**src/design/etbas_ram.sv**
```systemverilog
// Generic single-port-write, single-port-read RAM with a registered read.
// Parameterized in width and depth; no dependencies.
`default_nettype none

module etbas_ram #(
   parameter int WIDTH = 8,
   parameter int DEPTH = 16,
   localparam int ADDR_W = (DEPTH > 1) ? $clog2(DEPTH) : 1
) (
   input  logic              clock,
   input  logic              wr_en,
   input  logic [ADDR_W-1:0] wr_addr,
   input  logic [WIDTH-1:0]  wr_data,
   input  logic [ADDR_W-1:0] rd_addr,
   output logic [WIDTH-1:0]  rd_data
);

   logic [WIDTH-1:0] mem [DEPTH];
   logic [WIDTH-1:0] rd_data_ff;

   always_ff @(posedge clock) begin
      if (wr_en) begin
         mem[wr_addr] <= wr_data;
      end
      rd_data_ff <= mem[rd_addr];
   end

   assign rd_data = rd_data_ff;

endmodule

`default_nettype wire

```
**config.mk**
```make
export PLATFORM = sky130hd
export DESIGN_NAME = etbas_ram
export DESIGN_NICKNAME = d
export VERILOG_FILES = /design/src/design/etbas_ram.sv
export SDC_FILE = /design/constraint.sdc
export NUM_CORES = 1
export LEC_CHECK = 0
export BUFFER_PORTS_ARGS = -buffer_cell sky130_fd_sc_hd__buf_2
export CORE_ASPECT_RATIO = 1.5
export CORE_MARGIN = 2
export CORE_UTILIZATION = 55
export CTS_CLUSTER_DIAMETER = 120
export DETAILED_ROUTE_END_ITERATION = 6
export PLACE_DENSITY = 0.73
export SETUP_SLACK_MARGIN = 0.02
export SLEW_MARGIN = 40
export SYNTH_ARGS = -nofsm -noshare
export SYNTH_HDL_FRONTEND = slang
export SYNTH_SLANG_ARGS = --single-unit
export TNS_END_PERCENT = 30
```
**constraint.sdc**
```tcl
create_clock -name clock -period 1.9 [get_ports clock]
set_input_delay 0.095 -clock clock [delete_from_list [all_inputs] [get_ports clock]]
set_output_delay 0.095 -clock clock [all_outputs]
set_load 0.02 [all_outputs]
```
* After elaboration in Yosys (flattened, before gate mapping)
Memories as Yosys holds them, arrays and structs flattened. A register that Yosys moved wholly into a read port is not among the register bits.
Index checks and enable logic that the tools add are counted.
** Word-level totals
- Bits in registers :: 0
- Bits in writable memories :: 128
- Input port bits :: 18
- Output and inout port bits :: 8
- Word-level logic and storage cells :: 3
- Memories :: 1
** Operators by class
- Multiplexer cells :: 2
** Memories
- mem :: words 16, bits a word 8, rd ports 1, clocked after Yosys merged registers in 1, write ports 1, line 18 : logic [WIDTH-1:0] mem [DEPTH];
** Operator list (number)
- $mux 1 :: 2

* Longest topological paths before layout
Gate-level depths: netlist of the first run.
- Word-level depth :: 2
- Gate-level depth with buffers :: 5
- Mapped depth without buffers :: 3

* Least setup slack after synthesis of the first run
No wires, ideal clock.
- Path type :: input to register
- Start point :: input wr_addr[2]
- End point :: memory mem[0][0] (enable)
- Library setup time :: 0.383 ns
- Data arrival time :: 1.205 ns
- Required time :: 1.517 ns
- Setup slack :: 0.312 ns
- Stages :: 2
- Buffers on the path :: 0
- Cells stage by stage :: or3b_2 > nor3_1
** RTL lines
- from (decl) :: line 12 : input logic [ADDR_W-1:0] wr_addr,
- to (decl) :: line 18
No word-level cell before the write port.

==> results.sh, run 1 <==
export IMPL_final_max_slew_viol_count=0
export IMPL_routedWlPerCell_um=23.5
export IMPL_dp_final_hpwl_um=6050
export IMPL_viasPerCell=5.97
export IMPL_die_area_mm2=0.0102
export IMPL_synth_seq_cells=136
export IMPL_top_layer="met4"
export IMPL_final_nets=301
export IMPL_drive_above_1_share_pct=31.1
export IMPL_die_height_um=122
export IMPL_num_io_pins=26
export IMPL_diodes=0
export IMPL_grt_max_degree=33
export IMPL_start_kind="flip-flop"
export IMPL_arrival_ps=1670
export IMPL_cts_tree="built"
export IMPL_syn_nets=247
export IMPL_cts_resized=0
export IMPL_routed_wl_um=9580
export IMPL_cts_made_buffers=17
export IMPL_numPortBuffers=25
export IMPL_vdd_drop_max_mv=1.02
export IMPL_postLayoutSetupSlackWorst_ps=522
export IMPL_clkTransAtPathRegs_ps=60
export IMPL_drc=0
export IMPL_via_count=2434
export IMPL_synth_seq_area_share_pct=77.8
export IMPL_overflow=0
export IMPL_grt_pass1_wl_um=14700
export IMPL_yosys_warnings=0
export IMPL_wl_met2_um=5340
export IMPL_ant_nets=0
export IMPL_startpoint="mem[2][1]"
export IMPL_hold_violations=0
export IMPL_p_total_mw=6.78
export IMPL_root_buffer="clkbuf_16"
export IMPL_hold_worst_slack_ps=63.8
export IMPL_hp_class="input pin to flip-flop"
export IMPL_drt_initial_drc_count=250
export IMPL_worst_setup_path_type="flip-flop to flip-flop"
export IMPL_cp_data_required_time_ps=2190
export IMPL_synth_area_leaders="edfxtp_1 (75%), mux4_2 (7.9%), mux4_1 (7.1%)"
export IMPL_end_kind="flip-flop"
export IMPL_max_clock_freq_mhz=726
export IMPL_worst_slew_pin_slew_ps=773
export IMPL_status="complete, no violations"
export IMPL_area_growth_pct=17.8
export IMPL_ys_types=19
export IMPL_synth_area_per_cell_um2=22.5
export IMPL_hold_start="wr_data[4]"
export IMPL_p_per_area_mw_per_mm2=1120
export IMPL_track_usage_pct=20.6
export IMPL_post_cts_buffers=0
export IMPL_power_leakage_nw=2.07
export IMPL_core_area_mm2=0.00920
export IMPL_syn_cell_area_mm2=0.00515
export IMPL_setup_viol=0
export IMPL_fillers=585
export IMPL_cts_max_level=4
export IMPL_rsz0062_at_grt="false"
export IMPL_clock_sinks=136
export IMPL_met1Wirelength_um=3740
export IMPL_finalCritPeriodShare_pct=72.5
export IMPL_die_w_um=83.0
export IMPL_met3_length_um=383
export IMPL_r2r_start="mem[2][1]"
export IMPL_period_needed_ps=1380
export IMPL_synth_top_cell_area_share_pct=74.7
export IMPL_syn_inst=229
export IMPL_gp_congestion=0.761
export IMPL_clk_path_buf_depth=2
export IMPL_synth_largest_area_cell="edfxtp_1"
export IMPL_grt_pass1_vias=2603
export IMPL_firstDrtPassIters=4
export IMPL_slew_headroom_pct=48.3
export IMPL_clock_skew_ps=6.19
export IMPL_start_util_pct=55.9
export IMPL_antenna_found_initial=0
export IMPL_fin_cells=408
export IMPL_postCtsHoldBufs=0
export IMPL_cap_viol_max_count=0
export IMPL_pre_cts_ws_ps=352
export IMPL_dp_cells=376
export IMPL_rows=43
export IMPL_crit_path_max_fanout=1
export IMPL_clk_latency_ps=400
export IMPL_fin_tns_setup_ps=0
-- report_power, final --
part	total (mW)	switching, mW	internal [mW]
Combinational	0.328	0.192	0.135
Sequential	3.38	0.0206	3.36
Clock	3.07	1.16	1.92
-- sequential cells by signal, indices dropped and copies added, names as in the netlist --
name	cells
mem	128
rd_data	8
-- metrics by stage --
step	utilization [%]	instance area, um^2
2_1_floorplan	-	5150
3_3_place_gp	59.8	5500
3_5_place_dp	59.8	5500
4_1_cts	65.9	6060
5_1_grt	65.9	6060
6_report	65.9	6060
-- path summary, 6_finish.rpt --
check	depth (start not counted)	slack [ps]	to
max	3	520	rd_data[1]
min	1	60	mem[6][4]
max reg2reg	3	520	rd_data[1]
min reg2reg	3	670	rd_data[1]
-- worst max-delay path, cell delays in order, from the launching register on --
cell and delay (ps):
edfxtp_1 390, mux4_1 510, a22oi_1 280, nand2_1 80
-- cells by family after synthesis --
logic type | after synthesis | synth area share (%)
multiplexers | 32 | 15.0
flip-flops | 136 | 77.8
AND/OR/NAND/NOR | 35 | 3.18
AO/OA/AOI/OAI | 16 | 2.33
buffers and inverters | 10 | 1.68
-- cells in the mapped netlist --
cell type	instances
buf_4	1
nand3b_1	2
nor3_1	4
nand2_1	9
clkdlybuf4s25_2	3
and2b_1	1
nor2b_1	1
edfxtp_1	128
and2_1	1
a22oi_1	16
buf_2	3
nand3_1	1
mux4_1	14
nand2b_1	2
or3b_2	1
mux4_2	18
dfxtp_1	8
buf_6	3
nor2_1	13
-- per-layer routing --
layer  GRT usage (%)  vias up
li1                -     1083
met1            24.3     1265
met2            36.1       77
met3            5.11        9
met4            8.71        0
met5               0        -
-- layout make-up --
cell class | instances | area (um^2) | area share [%]
Sequential cell | 136 | 4000 | 66.0
Clock buffer | 19 | 433 | 7.14
Tap cell | 112 | 140 | 2.31
Clock inverter | 13 | 130 | 2.15
Timing Repair Buffer | 45 | 300 | 4.95
Multi-Input combinational cell | 83 | 1060 | 17.4
-- cells in the final DEF, fill, tap and decap left out, drive strengths merged, types with 2 or more instances in the layout --
cell,instances
edfxtp,128
nand3b,2
nand2b,2
a22oi,16
nor2,13
buf,45
nand2,9
mux4,32
nor3,4
clkbuf,19
bufinv,2
dfxtp,8
clkinvlp,4
clkinv,6
No activity file was read; power rests on OpenSTA's default activity.
==> run 2, diff against run 1 <==
CORE_UTILIZATION = 54   (was 55)
PLACE_DENSITY = 0.74   (was 0.73)
clock period = 1.21 ns   (was 1.9 ns; I/O delays follow)
==> run 2 against run 1 <==
Against the previous run: worst setup slack worse by 650 ps; utilization is 0.78 points higher; critical path type unchanged; combinational power is 75% higher; register-to-register slack worse by 650 ps; largest cell class unchanged; critical path depth stayed put; the run now ends with setup timing left; die area is 1.8% higher; power is 60% higher; sequential power is 57% higher; clock-buffer cell count is 3 higher; cell count is 1.7% higher; fmax is 3.3% higher.
==> results.sh, run 2 (same netlist as run 1, synthesis figures left out) <==
export IMPL_vdd_drop_max_mv=1.23
export IMPL_final_nets=308
export IMPL_crit_path_max_fanout=1
export IMPL_via_count=2466
export IMPL_ant_nets=0
export IMPL_seq_area_mm2=0.00400
export IMPL_setup_viol=7
export IMPL_cap_viol_max_count=0
export IMPL_postLayoutSetupSlackWorst_ps=-124
export IMPL_antenna_found_initial=0
export IMPL_routedWlPerCell_um=25.0
export IMPL_core_area_mm2=0.00925
export IMPL_die_height_um=124
export IMPL_cp_data_required_time_ps=1500
export IMPL_worst_slew_pin_slew_ps=674
export IMPL_die_area_mm2=0.0103
export IMPL_switching_share_pct=19.8
export IMPL_rows=43
export IMPL_start_util_pct=55.6
export IMPL_final_common_cell="edfxtp_1"
export IMPL_dp_final_hpwl_um=6370
export IMPL_power_leakage_nw=2.09
export IMPL_violations="setup timing"
export IMPL_dp_cells=383
export IMPL_p_int_mw=8.68
export IMPL_period_needed_ps=1330
export IMPL_worst_setup_path_type="flip-flop to flip-flop"
export IMPL_max_clock_freq_mhz=750
export IMPL_final_max_slew_viol_count=0
export IMPL_regMostFlops="mem"
export IMPL_area_growth_pct=19.9
export IMPL_p_total_mw=10.8
export IMPL_finalCritPeriodShare_pct=110
export IMPL_rsz0062_at_grt="true"
export IMPL_p_sw_mw=2.14
export IMPL_end_kind="flip-flop"
export IMPL_clk_latency_ps=410
export IMPL_p_per_area_mw_per_mm2=1750
export IMPL_grt_pass1_vias=2675
export IMPL_numPortBuffers=25
export IMPL_viasPerCell=5.94
export IMPL_cts_made_buffers=17
export IMPL_pwr_share_clk_pct=45.7
export IMPL_status="finished, violations left"
export IMPL_drt_initial_drc_count=253
export IMPL_overflow=0
export IMPL_cts_tree="built"
export IMPL_clock_sinks=136
export IMPL_drive_above_1_share_pct=40.6
export IMPL_cts_max_level=4
export IMPL_die_w_um=83.7
export IMPL_start_kind="flip-flop"
export IMPL_clk_path_buf_depth=2
export IMPL_firstDrtPassIters=4
export IMPL_routed_wl_um=10400
export IMPL_drc=0
export IMPL_clock_skew_ps=5.91
export IMPL_slew_headroom_pct=55.0
export IMPL_diodes=0
export IMPL_root_buffer="clkbuf_16"
export IMPL_clkTransAtPathRegs_ps=50
export IMPL_hold_worst_slack_ps=30.2
export IMPL_hold_violations=0
export IMPL_grt_pass1_wl_um=15900
export IMPL_largest_reg_flops=128
export IMPL_arrival_ps=1620
export IMPL_fin_cells=415
export IMPL_gp_congestion=0.735
export IMPL_p_seq_share_pct=49.0
export IMPL_grt_max_degree=25
export IMPL_num_io_pins=26
export IMPL_power_frac_comb_pct=5.3
export IMPL_layout_common_cells="edfxtp_1 (128), mux4_2 (30), buf_2 (25)"
export IMPL_hp_class="input pin to flip-flop"
export IMPL_track_usage_pct=22.3
export IMPL_multi_input_area_mm2=0.00107
export IMPL_fillers=603
## run 2: changes by cell type in the layout (fill, tap and decap cells not counted), sizes merged
cell	change
clkbuf	+3
clkinvlp	-2
buf	+7
inv	-1
## run 2: final cells by class
class	count	area share (%)
Clock inverter	10	1.66
Timing Repair Buffer	52	6.12
Clock buffer	22	7.68
Tap cell	112	2.27
Sequential cell	136	64.9
Multi-Input combinational cell	83	17.4
## run 2: worst paths after layout
kind                                  from         end  slack [ps]  cells past startpoint
worst min-delay path            wr_data[6]  mem[13][6]          30                      1
worst max-delay path             mem[9][7]  rd_data[7]        -120                      3
worst min register to register  mem[11][5]  rd_data[5]         680                      3
worst max register to register   mem[9][7]  rd_data[7]        -120                      3
## run 2: stage by stage
step                      instance area (um^2)  setup WS [ps]  setup TNS, ps  utilization, %
after floorplan                           5160          -42.8          -1120               -
after global placement                    5600           -285          -2370            60.5
after detailed placement                  5600           -281          -3170            60.5
after CTS                                 6160          -90.7           -408            66.5
after global routing                      6170           -137           -734            66.7
final                                     6170           -124           -349            66.7
## run 2: worst max-delay path: stages (launching register included)
cell      delay (ps)
edfxtp_1         380
mux4_2           480
a22oi_2          270
nand2_1           90
## run 2: repair_timing
item / CTS / global route
gates resized for setup: 18 / 2
setup endpoints to repair: 8 / 8
pin swaps: 9 / 1
buffers inserted: 0 / 0
hold buffers: 0 / 0
## run 2: layer usage
| metal | up-vias | track usage, % | share of wire (%) |
|---|---|---|---|
| li1 | 1084 | - | - |
| met1 | 1265 | 28.4 | 39 |
| met2 | 106 | 36.7 | 53 |
| met3 | 11 | 6.36 | 6.6 |
| met4 | 0 | 9.27 | 1.3 |
| met5 | - | 0 | 0 |
## run 2: power by group through the flow
stage / clock [mW] / combinational (mW) / sequential, mW
6_report: 4.94 / 0.573 / 5.30
5_1_grt: 5.20 / 0.618 / 5.31
4_1_cts: 5.03 / 0.573 / 5.31
3_5_place_dp: 0 / 0.546 / 5.40
2_1_floorplan: 0 / 0.270 / 5.43
3_3_place_gp: 0 / 0.533 / 5.39
