<file path="config.mk">
export PLATFORM = sky130hd
export DESIGN_NAME = etbas_round
export DESIGN_NICKNAME = d
export VERILOG_FILES = /design/src/design/etbas_pkg.sv /design/src/design/etbas_round.sv
export SDC_FILE = /design/constraint.sdc
export NUM_CORES = 1
export LEC_CHECK = 0
export BUFFER_PORTS_ARGS = -buffer_cell sky130_fd_sc_hd__buf_2
export CAP_MARGIN = 30
export CORE_MARGIN = 2
export CORE_UTILIZATION = 35
export CTS_CLUSTER_DIAMETER = 150
export DETAILED_ROUTE_END_ITERATION = 12
export HOLD_SLACK_MARGIN = 0.1
export SLEW_MARGIN = 20
export SYNTH_ARGS = -nofsm -noshare
export SYNTH_HDL_FRONTEND = slang
export SYNTH_SLANG_ARGS = --single-unit
</file>
<file path="constraint.sdc">
create_clock -name clock -period 8.5 [get_ports clock]
set_clock_uncertainty 0.2 [all_clocks]
set_input_delay 1.7 -clock clock [delete_from_list [all_inputs] [get_ports clock]]
set_output_delay 1.7 -clock clock [all_outputs]
set_load 0.05 [all_outputs]
</file>
<file path="src/design/etbas_pkg.sv">
// Shared types and constants for the expert token block-align sorter.
// Holds field widths, operation, status and register codes and parameter defaults.
// No dependencies.
`default_nettype none

package etbas_pkg;

   // Field widths of the request, response and register ports.
   localparam int OP_W      = 3;
   localparam int ID_W      = 8;
   localparam int INDEX_W   = 14;
   localparam int ANS_W     = 15;
   localparam int STAT_W    = 2;
   localparam int CSR_IDX_W = 2;
   localparam int CSR_W     = 9;

   // Block size register and its usable range.
   localparam int BLOCK_W   = 9;
   localparam int BLOCK_MAX = 256;

   // Width of the block start product (index times block size plus one block).
   localparam int PROD_W = INDEX_W + BLOCK_W;

   // Parameter defaults.
   localparam int DEF_MAX_EXPERTS = 256;
   localparam int DEF_MAX_TOKENS  = 4096;
   localparam int DEF_MAX_SLOTS   = 16384;

   // Operation codes.
   localparam logic [OP_W-1:0] OP_COUNT       = 3'd0;
   localparam logic [OP_W-1:0] OP_FINALIZE    = 3'd1;
   localparam logic [OP_W-1:0] OP_PLACE       = 3'd2;
   localparam logic [OP_W-1:0] OP_READ_SLOT   = 3'd3;
   localparam logic [OP_W-1:0] OP_READ_BLOCK  = 3'd4;
   localparam logic [OP_W-1:0] OP_READ_OFFSET = 3'd5;

   // Status codes.
   localparam logic [STAT_W-1:0] STS_OK  = 2'd0;
   localparam logic [STAT_W-1:0] STS_ARG = 2'd1;
   localparam logic [STAT_W-1:0] STS_OVF = 2'd2;

   // Register indexes.
   localparam logic [CSR_IDX_W-1:0] CSR_EXPERT_COUNT = 2'd0;
   localparam logic [CSR_IDX_W-1:0] CSR_BLOCK_SIZE   = 2'd1;
   localparam logic [CSR_IDX_W-1:0] CSR_PAD_ENABLE   = 2'd2;

   // Register reset values.
   localparam logic [CSR_W-1:0]   RST_EXPERT_COUNT = 9'd256;
   localparam logic [BLOCK_W-1:0] RST_BLOCK_SIZE   = 9'd64;

endpackage

`default_nettype wire

</file>
<file path="src/design/etbas_round.sv">
// Bit-serial unit that rounds a token count up to a multiple of the block size.
// Uses etbas_pkg for the block size width; one remainder bit per cycle.
`default_nettype none

module etbas_round #(
   parameter int TOKEN_W = 13,
   parameter int ROUND_W = 13
) (
   input  logic                         clock,
   input  logic                         reset,
   input  logic                         start,
   input  logic [TOKEN_W-1:0]           dividend,
   input  logic [etbas_pkg::BLOCK_W-1:0] divisor,
   output logic                         done,
   output logic [ROUND_W-1:0]           rounded
);
   import etbas_pkg::*;

   localparam int CNT_W = $clog2(TOKEN_W + 1);

   logic               run_ff, run_in;
   logic [CNT_W-1:0]   cnt_ff, cnt_in;
   logic [TOKEN_W-1:0] dvd_ff, dvd_in;
   logic [TOKEN_W-1:0] src_ff, src_in;
   logic [BLOCK_W-1:0] rem_ff, rem_in;
   logic [BLOCK_W-1:0] div_ff, div_in;
   logic [BLOCK_W:0]   trial;

   assign trial = {rem_ff, dvd_ff[TOKEN_W-1]};
   assign done  = run_ff && (cnt_ff == '0);

   always_comb begin
      run_in = run_ff;
      cnt_in = cnt_ff;
      dvd_in = dvd_ff;
      src_in = src_ff;
      rem_in = rem_ff;
      div_in = div_ff;
      if (start) begin
         run_in = 1'b1;
         cnt_in = CNT_W'(TOKEN_W);
         dvd_in = dividend;
         src_in = dividend;
         rem_in = '0;
         div_in = divisor;
      end else if (run_ff) begin
         if (cnt_ff == '0) begin
            run_in = 1'b0;
         end else begin
            // Restoring step: the remainder stays below the divisor.
            if (trial >= {1'b0, div_ff}) begin
               rem_in = BLOCK_W'(trial - {1'b0, div_ff});
            end else begin
               rem_in = BLOCK_W'(trial);
            end
            dvd_in = dvd_ff << 1;
            cnt_in = cnt_ff - CNT_W'(1);
         end
      end
   end

   always_comb begin
      if (rem_ff == '0) begin
         rounded = ROUND_W'(src_ff);
      end else begin
         rounded = ROUND_W'(src_ff) + ROUND_W'(div_ff) - ROUND_W'(rem_ff);
      end
   end

   always_ff @(posedge clock) begin
      if (reset) begin
         run_ff <= 1'b0;
      end else begin
         run_ff <= run_in;
      end
      cnt_ff <= cnt_in;
      dvd_ff <= dvd_in;
      src_ff <= src_in;
      rem_ff <= rem_in;
      div_ff <= div_in;
   end

endmodule

`default_nettype wire

</file>
* After elaboration in Yosys (flattened, before gate mapping)
Index checks and enable logic that the tools add are counted.
** Cells by class
- Muxes and demuxes :: 8
- Eq/ne operators :: 1
- Reduce and logical (&&, ||, !) cells :: 6
- Magnitude comparators :: 1
- Add/subtract/negate cells :: 4
- Bitwise gates (word level) :: 1
** Operators with widths (count)
- $mux W13 :: 4
- $add A13 B9 Y13 :: 1
- $sub A13 B9 Y13 :: 1
- $ge A10 B9 Y1 :: 1
- $logic_not A9 Y1 :: 1
- $mux W9 :: 1
- $sub A9 B9 Y9 :: 1
- $logic_not A4 Y1 :: 1
- $reduce_and A2 Y1 :: 2
- $sub A4 B1 Y4 const B :: 1
- $mux W1 :: 3
- $ne A2 B2 Y1 const B :: 1
- $reduce_bool A2 Y1 :: 1
- $logic_and A1 B1 Y1 :: 1
- $not A1 Y1 :: 1
** Word-level totals
- Output and inout bits :: 14
- Bits of input ports :: 25
- Logic and storage cells :: 27
- Register bits :: 49

* Longest topological paths before layout
Gate-level depths: netlist of the first run.
- Depth in word-level cells :: 4
- Mapped depth :: 11

* Least setup slack after synthesis of the first run
OpenSTA, ideal clock, no wires.
- Path type :: register to output
- Start point :: reg div_ff[1]
- End point :: out rounded[12]
- Data arrival time :: 3.269 ns
- Cell stages (with the launch flop) :: 11
- Data required time :: 6.600 ns
- Path buffers :: 0
- Path slack :: 3.331 ns
- Cells stage by stage :: edfxtp_1 > inv_1 > fa_1 > inv_1 > fa_1 > a211oi_1 > o21ai_1 > nand4_1 > and3_1 > mux2_1 > xnor2_1
** On the way
- Longest elaborated chain between the ends :: 3
** Ends and longest elaborated chain
- start: declaration :: line etbas_round.sv:26 : logic [BLOCK_W-1:0] div_ff, div_in;
- start signal: assignment :: line etbas_round.sv:80 : div_ff <= div_in;
- $add A13 B9 Y13 :: line etbas_round.sv:66 : rounded = ROUND_W'(src_ff) + ROUND_W'(div_ff) - ROUND_W'(rem_ff);
- $sub A13 B9 Y13 :: line etbas_round.sv:66
- $mux W13 :: line etbas_round.sv:63 : if (rem_ff == '0) begin
- end: declaration :: line etbas_round.sv:15 : output logic [ROUND_W-1:0] rounded
Every way passes these cells.

* Worst setup path in the final report of the first run
Ends and elaborated chain as after synthesis.

==> summary.md, run 1 <==
| Metric | Value |
|---|---|
| Placement Rows | 34 |
| Area growth, synth to finish | 13.73% |
| Total track usage | 13.59% |
| Setup TNS | 0 ns |
| Area of the mapped netlist | 0.003217 mm2 |
| Max-cap viol count | 0 |
| Critical Path RT | 6.60 ns |
| Lkg Pwr | 0.001597 uW |
| H-tree Lvls | 2 |
| Layout cells sized above 1 | 17.65% |
| Total chip power | between 800 and 900 uW |
| Final Setup Violations | 0 |
| Synth Flop Type | edfxtp_1 |
| CP startpoint | div_ff[1]$_DFFE_PP_ |
| Critical setup path kind | reg -> out |
| Starting DRC count in detailed routing | between 150 and 200 |
| Hold Crit Class | reg -> reg |
| TritonCTS clock tree | built |
| Pre-antenna DRT Iters | 4 |
| FILL cells | 856 |
| Clock transition at the registers of the reported paths | roughly 0.10 ns |
| Syn Nets | 375 |
| CTS root buffer | clkbuf_8 |
| IO Port Bufs | 38 |
| Top Ports | 39 |
| Fraction of synthesized cell area taken by the top area cell type | between 30 and 40% |
| Synth async-reset ratio | 0% |
| Crit Path Max Fanout | 3 |
| Ys Warns | 0 |
| Post-synthesis register bit count | 49 |
| Fin. Hold Viols | 0 |
| WHS | 0.3024 ns |
| Distinct cells, synth | 49 |
| Area leader, netlist | edfxtp_1 |
| Final count of pins violating max slew | 0 |
| Worst-Skew Late Latency | 0.30 ns |
| Commonest cells in the netlist | inv_1, edfxtp_1, ha_1, nand2_1, a21oi_1 |
| Worst rel slew slack | 60.71% |
| Area contributors post-synth | edfxtp_1, ha_1, dfxtp_1, fa_1, inv_1 |
| Register-to-register setup slack | 5.87 ns |
| # resized after CTS | 0 |
| Worst Tran Pin Value | 0.5893 ns |
| Vias | 2347 |
| Initial antenna violation count | 0 |
| Final ANT Viol Nets | 0 |
| Pwr/cell area | 222.2 mW/mm2 |
| Max Buffers Root-to-Sink | 2 |
| Critical Path End Type | output pin |
| Reg-to-reg critical path startpoint | div_ff[5]$_DFFE_PP_ |
| Max Freq | roughly 190 MHz |
| NumNets Final | 414 |
| Post-Syn Instances | 317 |
| Inserted Clock Buffers | 5 |
| GP Congestion | 0.8686 |
| R2R depth | 8 |
| Post-synth EDFFs | 35 |
| Unrepaired setup endpoints after global routing | false |
| Largest net degree at the start of global routing | 53 |
| Die Width | 99.87 um |
| Die Area | 0.009974 mm2 |
| Outcome | finished clean |
| Antenna cells | 0 |
| Initial core utilization | 36.53% |
| Residual DRC | 0 |
| Worst r2r dst | rem_ff[2]$_SDFFE_PP0P_ |
| Crit path DAT | 3.37 ns |
| Routed length per instance | 14.10 um |
| Seq/Total Area, Yosys | 41.38% |
| First-pass GRT wire length | 11050 um |
| Worst setup path end | rounded[12] |
| Maximum vdd drop | between 100 and 150 uV |
| Post-CTS Setup Bufs | 0 |
| Startpoint types | flip-flop |
| Most common cell in the netlist | inv_1 |
| Final wirelength | 6555 um |
| WHS Path Cells | 2 |
| Die Y-Extent | 99.87 um |
| Remaining Overflow, GRT | 0 |
| Vias in the first global route | 2315 |
| Hold buffers post-CTS | 0 |
| Core footprint | between 0.008 and 0.009 mm2 |
| Final worst path period share | 61.97% |
| Via density per instance | 5.047 |
| Mean post-synth cell area | 10.15 um2 |
| TritonCTS sink count | 49 |
| Final HPWL DP | between 5000 and 6000 um |
| Fin crit period | ~5.3 ns |
## metal layers
metal | global-route usage, % | vias to the layer above | share of wire, %
met4 | 3.056 | 0 | 1.2
li1 | - | 1196 | -
met2 | 22.09 | 43 | 45
met1 | 19.09 | 1100 | 51
met3 | 2.368 | 8 | 3.4
met5 | 0 | - | 0
## kinds of logic after synthesis
group,share of synthesized area (%)
mux,7.079
compound gates,13.50
fa+ha+maj,15.17
simple gates,11.94
buf+inv,6.573
flops,41.38
xor+xnor,4.356
## worst min path at each step
| stage | to | startpoint | slack [ns] |
|---|---|---|---|
| 2_1_floorplan | cnt_ff[2]$_SDFFE_PP1P_ | cnt_ff[3]$_SDFFE_PP1P_ | 0.26 |
| 3_3_place_gp | cnt_ff[2]$_SDFFE_PP1P_ | cnt_ff[3]$_SDFFE_PP1P_ | 0.28 |
| 3_5_place_dp | cnt_ff[2]$_SDFFE_PP1P_ | cnt_ff[3]$_SDFFE_PP1P_ | 0.29 |
| 4_1_cts | cnt_ff[2]$_SDFFE_PP1P_ | cnt_ff[3]$_SDFFE_PP1P_ | 0.31 |
| 5_1_grt | cnt_ff[2]$_SDFFE_PP1P_ | cnt_ff[3]$_SDFFE_PP1P_ | 0.34 |
| 6_report | cnt_ff[2]$_SDFFE_PP1P_ | cnt_ff[3]$_SDFFE_PP1P_ | 0.30 |
## placed cells by master (no fill, tap or decap), types with 3 or more instances in the layout
master	Yosys	layout
inv_1	46	46
buf_2	1	38
edfxtp_1	35	35
nand2_1	23	23
ha_1	23	23
a21oi_1	20	20
nor2_1	18	18
dfxtp_1	14	14
mux2_2	12	12
o21ai_1	10	10
xnor2_1	10	10
fa_1	10	10
o21ai_0	9	9
mux2i_1	7	7
nand3_1	6	6
xor2_1	6	6
clkbuf_8	0	6
nand2b_1	5	5
a211oi_1	5	5
a21o_1	4	4
nand4b_1	4	4
nor4_1	3	3
nor3_1	3	3
and2_1	3	3
nor2b_1	3	3
## where the power goes
part	switching (uW)	internal [uW]
Combinational	235	117
Clock	76.5	96.0
Sequential	10.9	277
Total	323	490
## worst max-delay path, stage by stage, from the launching register on
cell and delay (ns):
edfxtp_1 0.38, inv_1 0.08, fa_1 0.48, inv_1 0.07, fa_1 0.48, a211oi_1 0.40
o21ai_1 0.16, nand4_1 0.11, and3_1 0.17, mux2_1 0.34, xnor2_1 0.13, buf_2 0.28
## metrics by stage
| step | instances | setup slack, ns | cell area (um2) | util [%] |
|---|---|---|---|---|
| detailed placement | 455 | 3.571 | 3503 | 39.78 |
| global placement | 455 | 3.602 | 3503 | 39.78 |
| finish | 465 | 3.233 | 3659 | 41.55 |
| CTS | 463 | 3.206 | 3620 | 41.11 |
| global route | 465 | 2.891 | 3659 | 41.55 |
| floorplan | 317 | 3.331 | 3217 | - |
## final cells by class
class	count	area [um2]	share of cell area, %
multi-input combinational	214	1674	45.76
clock buffer	7	86.33	2.360
inverter	46	172.7	4.720
sequential	49	1331	36.39
tap	108	135.1	3.694
timing repair buffer	40	229.0	6.259
clock inverter	1	30.03	0.8208
## sequential cells by signal, summed over array words and instances, names as in the netlist
register and count:
cnt_ff 4, div_ff 9, dvd_ff 13, rem_ff 9, run_ff 1, src_ff 13
Power figures use the tool's default switching activity.
==> run 2, diff against run 1 <==
- clock period: 8.5 -> 4.61 ns (I/O delays scaled with it)
==> run 2 against run 1 <==
Non-clock buffer count is the same. Hold slack is essentially flat. First-iteration DRC count shrank 25%. Global-route usage shrank 0.35 points. Clock power grew 44%. Setup slack lost 3.0 ns. Sequential cell count is the same. Combinational power grew 84%. Largest cell class unchanged. Largest power group unchanged. Highest routed layer unchanged.
==> summary.md, run 2 (synthesis results as in run 1) <==
| Metric | Value |
|---|---|
| Total track usage | 13.24% (was 13.59%) |
| Worst rel slew slack | 61.83% (was 60.71%) |
| Worst r2r dst | rem_ff[2]$_SDFFE_PP0P_ (unchanged) |
| Max Buffers Root-to-Sink | 2 (unchanged) |
| Worst Tran Pin Value | 0.5725 ns (was 0.5893 ns) |
| Top Ports | 39 (unchanged) |
| Total chip power | 1429 uW (was 813.0 uW) |
| WP depth | 11 (unchanged) |
| Area growth, synth to finish | 12.76% (was 13.73%) |
| Critical Path RT | 3.49 ns (was 6.60 ns) |
| Final WS setup | 0.2145 ns (was 3.233 ns) |
| Via density per instance | 5.004 (was 5.047) |
| Final wirelength | 6553 um (was 6555 um) |
| Max Freq | 227.5 MHz |
| Final Setup Violations | 0 (unchanged) |
| Die Y-Extent | 99.87 um (unchanged) |
| Biggest regs | dvd_ff (13), src_ff (13) (unchanged) |
| Starting DRC count in detailed routing | 116 (was 154) |
| Unrepaired setup endpoints after global routing | false (unchanged) |
| Final count of pins violating max slew | 0 (unchanged) |
| Lkg Pwr | 0.001581 uW (was 0.001597 uW) |
| GP Congestion | 0.8902 (was 0.8686) |
| NumNets Final | 414 (unchanged) |
| Worst-Skew Late Latency | 0.30 ns (about the same) |
| Final ANT Viol Nets | 0 (unchanged) |
| Crit Path Max Fanout | 3 (unchanged) |
| Pwr/cell area | 394.1 mW/mm2 (was 222.2 mW/mm2) |
| Die Width | 99.87 um (unchanged) |
| Maximum vdd drop | 172.6 uV (was 112.6 uV) |
| Initial antenna violation count | 0 (unchanged) |
| Critical Path End Type | output pin (unchanged) |
| Final HPWL DP | 5004 um (was 5058 um) |
| Outcome | finished clean (unchanged) |
| Most frequent cells in the layout | inv_1, buf_2, edfxtp_1 (unchanged) |
| Worst setup path end | rounded[12] (unchanged) |
| Most common cell after layout, fill and taps aside | inv_1 (unchanged) |
| Fin crit period | 4.395 ns |
| CP bufs+invs | 3 (unchanged) |
| CTS root buffer | clkbuf_8 (unchanged) |
| DP Worst Slack | 0.4397 ns (was 3.571 ns) |
| CP peak stage delay | 0.49 ns (was 0.48 ns) |
| Largest net degree at the start of global routing | 53 (unchanged) |
| Startpoint types | flip-flop (unchanged) |
| R2R depth | 8 (unchanged) |
| Setup TNS | 0 ns (unchanged) |
| CP Cell Sequence | inv_1, fa_1, inv_1, fa_1, a211oi_2, o21ai_1, nand4_1, and3_1, mux2_1, xnor2_1, clkbuf_4 (was inv_1, fa_1, inv_1, fa_1, a211oi_1, o21ai_1, nand4_1, and3_1, mux2_1, xnor2_1, buf_2) |
| CP startpoint | div_ff[1]$_DFFE_PP_ (unchanged) |
| H-tree Lvls | 2 (unchanged) |
| Register-to-register setup slack | 2.05 ns (was 5.87 ns) |
| Core footprint | 0.008806 mm2 (unchanged) |
| CP max-delay cell | fa_1 (unchanged) |
| Routed length per instance | 14.09 um (was 14.10 um) |
| Die Area | 0.009974 mm2 (unchanged) |
| Inserted Clock Buffers | 5 (unchanged) |
| Placement Rows | 34 (unchanged) |
| Critical setup path kind | reg -> out (unchanged) |
| Crit path max-delay family | adder cells (unchanged) |
| Hold Crit Class | reg -> reg (unchanged) |
| Residual DRC | 0 (unchanged) |
| Crit path DAT | 3.27 ns (was 3.37 ns) |
| Vias in the first global route | 2190 (was 2315) |
| IO Port Bufs | 38 (unchanged) |
| TritonCTS sink count | 49 (unchanged) |
| First-pass GRT wire length | 10690 um (was 11050 um) |
| Max-cap viol count | 0 (unchanged) |
| Final worst path period share | 95.35% |
| Clock transition at the registers of the reported paths | 0.09 ns (was 0.10 ns) |
| Layout cells sized above 1 | 17.65% (unchanged) |
| TritonCTS clock tree | built (unchanged) |
| Initial core utilization | 36.53% (unchanged) |
| Fin. Hold Viols | 0 (unchanged) |
| Antenna cells | 0 (unchanged) |
| Remaining Overflow, GRT | 0 (unchanged) |
| Vias | 2327 (was 2347) |
| Reg-to-reg critical path startpoint | div_ff[5]$_DFFE_PP_ (unchanged) |
| Pre-antenna DRT Iters | 4 (unchanged) |
## run 2: cell types whose count changed in the layout (fill, tap and decap cells not counted)
cell,previous run,this run
bufinv_16,1,0
buf_2,38,37
clkbuf_8,6,5
clkinv_2,0,1
a211oi_1,5,4
clkbuf_4,0,1
a211oi_2,1,2
clkbuf_1,1,2
buf_6,1,0
buf_4,0,1
## run 2: power breakdown
| group | switching, uW | internal, uW | total, uW |
|---|---|---|---|
| registers | 20.3 | 511 | 531 |
| logic | 434 | 218 | 651 |
| clock network | 140 | 107 | 247 |
## run 2: worst min path at each step
| stage | startpoint | to | slack [ns] | cells after the start |
|---|---|---|---|---|
| floorplan | cnt_ff[3]$_SDFFE_PP1P_ | cnt_ff[2]$_SDFFE_PP1P_ | 0.26 | 2 |
| global placement | cnt_ff[3]$_SDFFE_PP1P_ | cnt_ff[2]$_SDFFE_PP1P_ | 0.28 | 2 |
| detailed placement | cnt_ff[3]$_SDFFE_PP1P_ | cnt_ff[2]$_SDFFE_PP1P_ | 0.28 | 2 |
| CTS | cnt_ff[3]$_SDFFE_PP1P_ | cnt_ff[2]$_SDFFE_PP1P_ | 0.30 | 2 |
| global route | cnt_ff[3]$_SDFFE_PP1P_ | cnt_ff[2]$_SDFFE_PP1P_ | 0.34 | 2 |
| finish | cnt_ff[3]$_SDFFE_PP1P_ | cnt_ff[2]$_SDFFE_PP1P_ | 0.30 | 2 |
## run 2: layer usage
| metal | track usage [%] | up-vias | share of wire, % |
|---|---|---|---|
| li1 | - | 1195 | - |
| met2 | 20.63 | 48 | 44 |
| met4 | 2.529 | 0 | 0.55 |
| met3 | 2.368 | 4 | 3.9 |
| met1 | 19.50 | 1080 | 51 |
| met5 | 0 | - | 0 |
## run 2: through the flow
step	util, %	std cells	hold WS [ns]	instance area [um2]
global placement	39.87	456	0.2789	3511
floorplan	-	317	0.2610	3217
detailed placement	39.87	456	0.2805	3511
global route	41.19	465	0.3384	3627
finish	41.19	465	0.3024	3627
CTS	40.79	464	0.3016	3592
## run 2: repair_timing
action / in CTS / in global routing
endpoints found under the setup margin: 0 / 2
gates resized for setup: 0 / 2
setup buffers: 0 / 0
hold buffers: 0 / 0
## run 2: final cells by class
cell class	instances	area [um2]
Fill cell	863	5179
Multi-Input combinational cell	214	1679
Sequential cell	49	1331
Timing Repair Buffer	40	227.7
Inverter	46	172.7
Tap cell	108	135.1
Clock buffer	7	76.32
Clock inverter	1	5.005
## run 2: worst register-to-register path, cell delays in order, from the launching register on
cell and delay, ns:
edfxtp_1 0.38, inv_1 0.12, ha_1 0.28, a21o_1 0.25, a41oi_1 0.20, nand3_1 0.17, a21oi_4 0.41, mux2i_1 0.32
a211oi_2 0.10
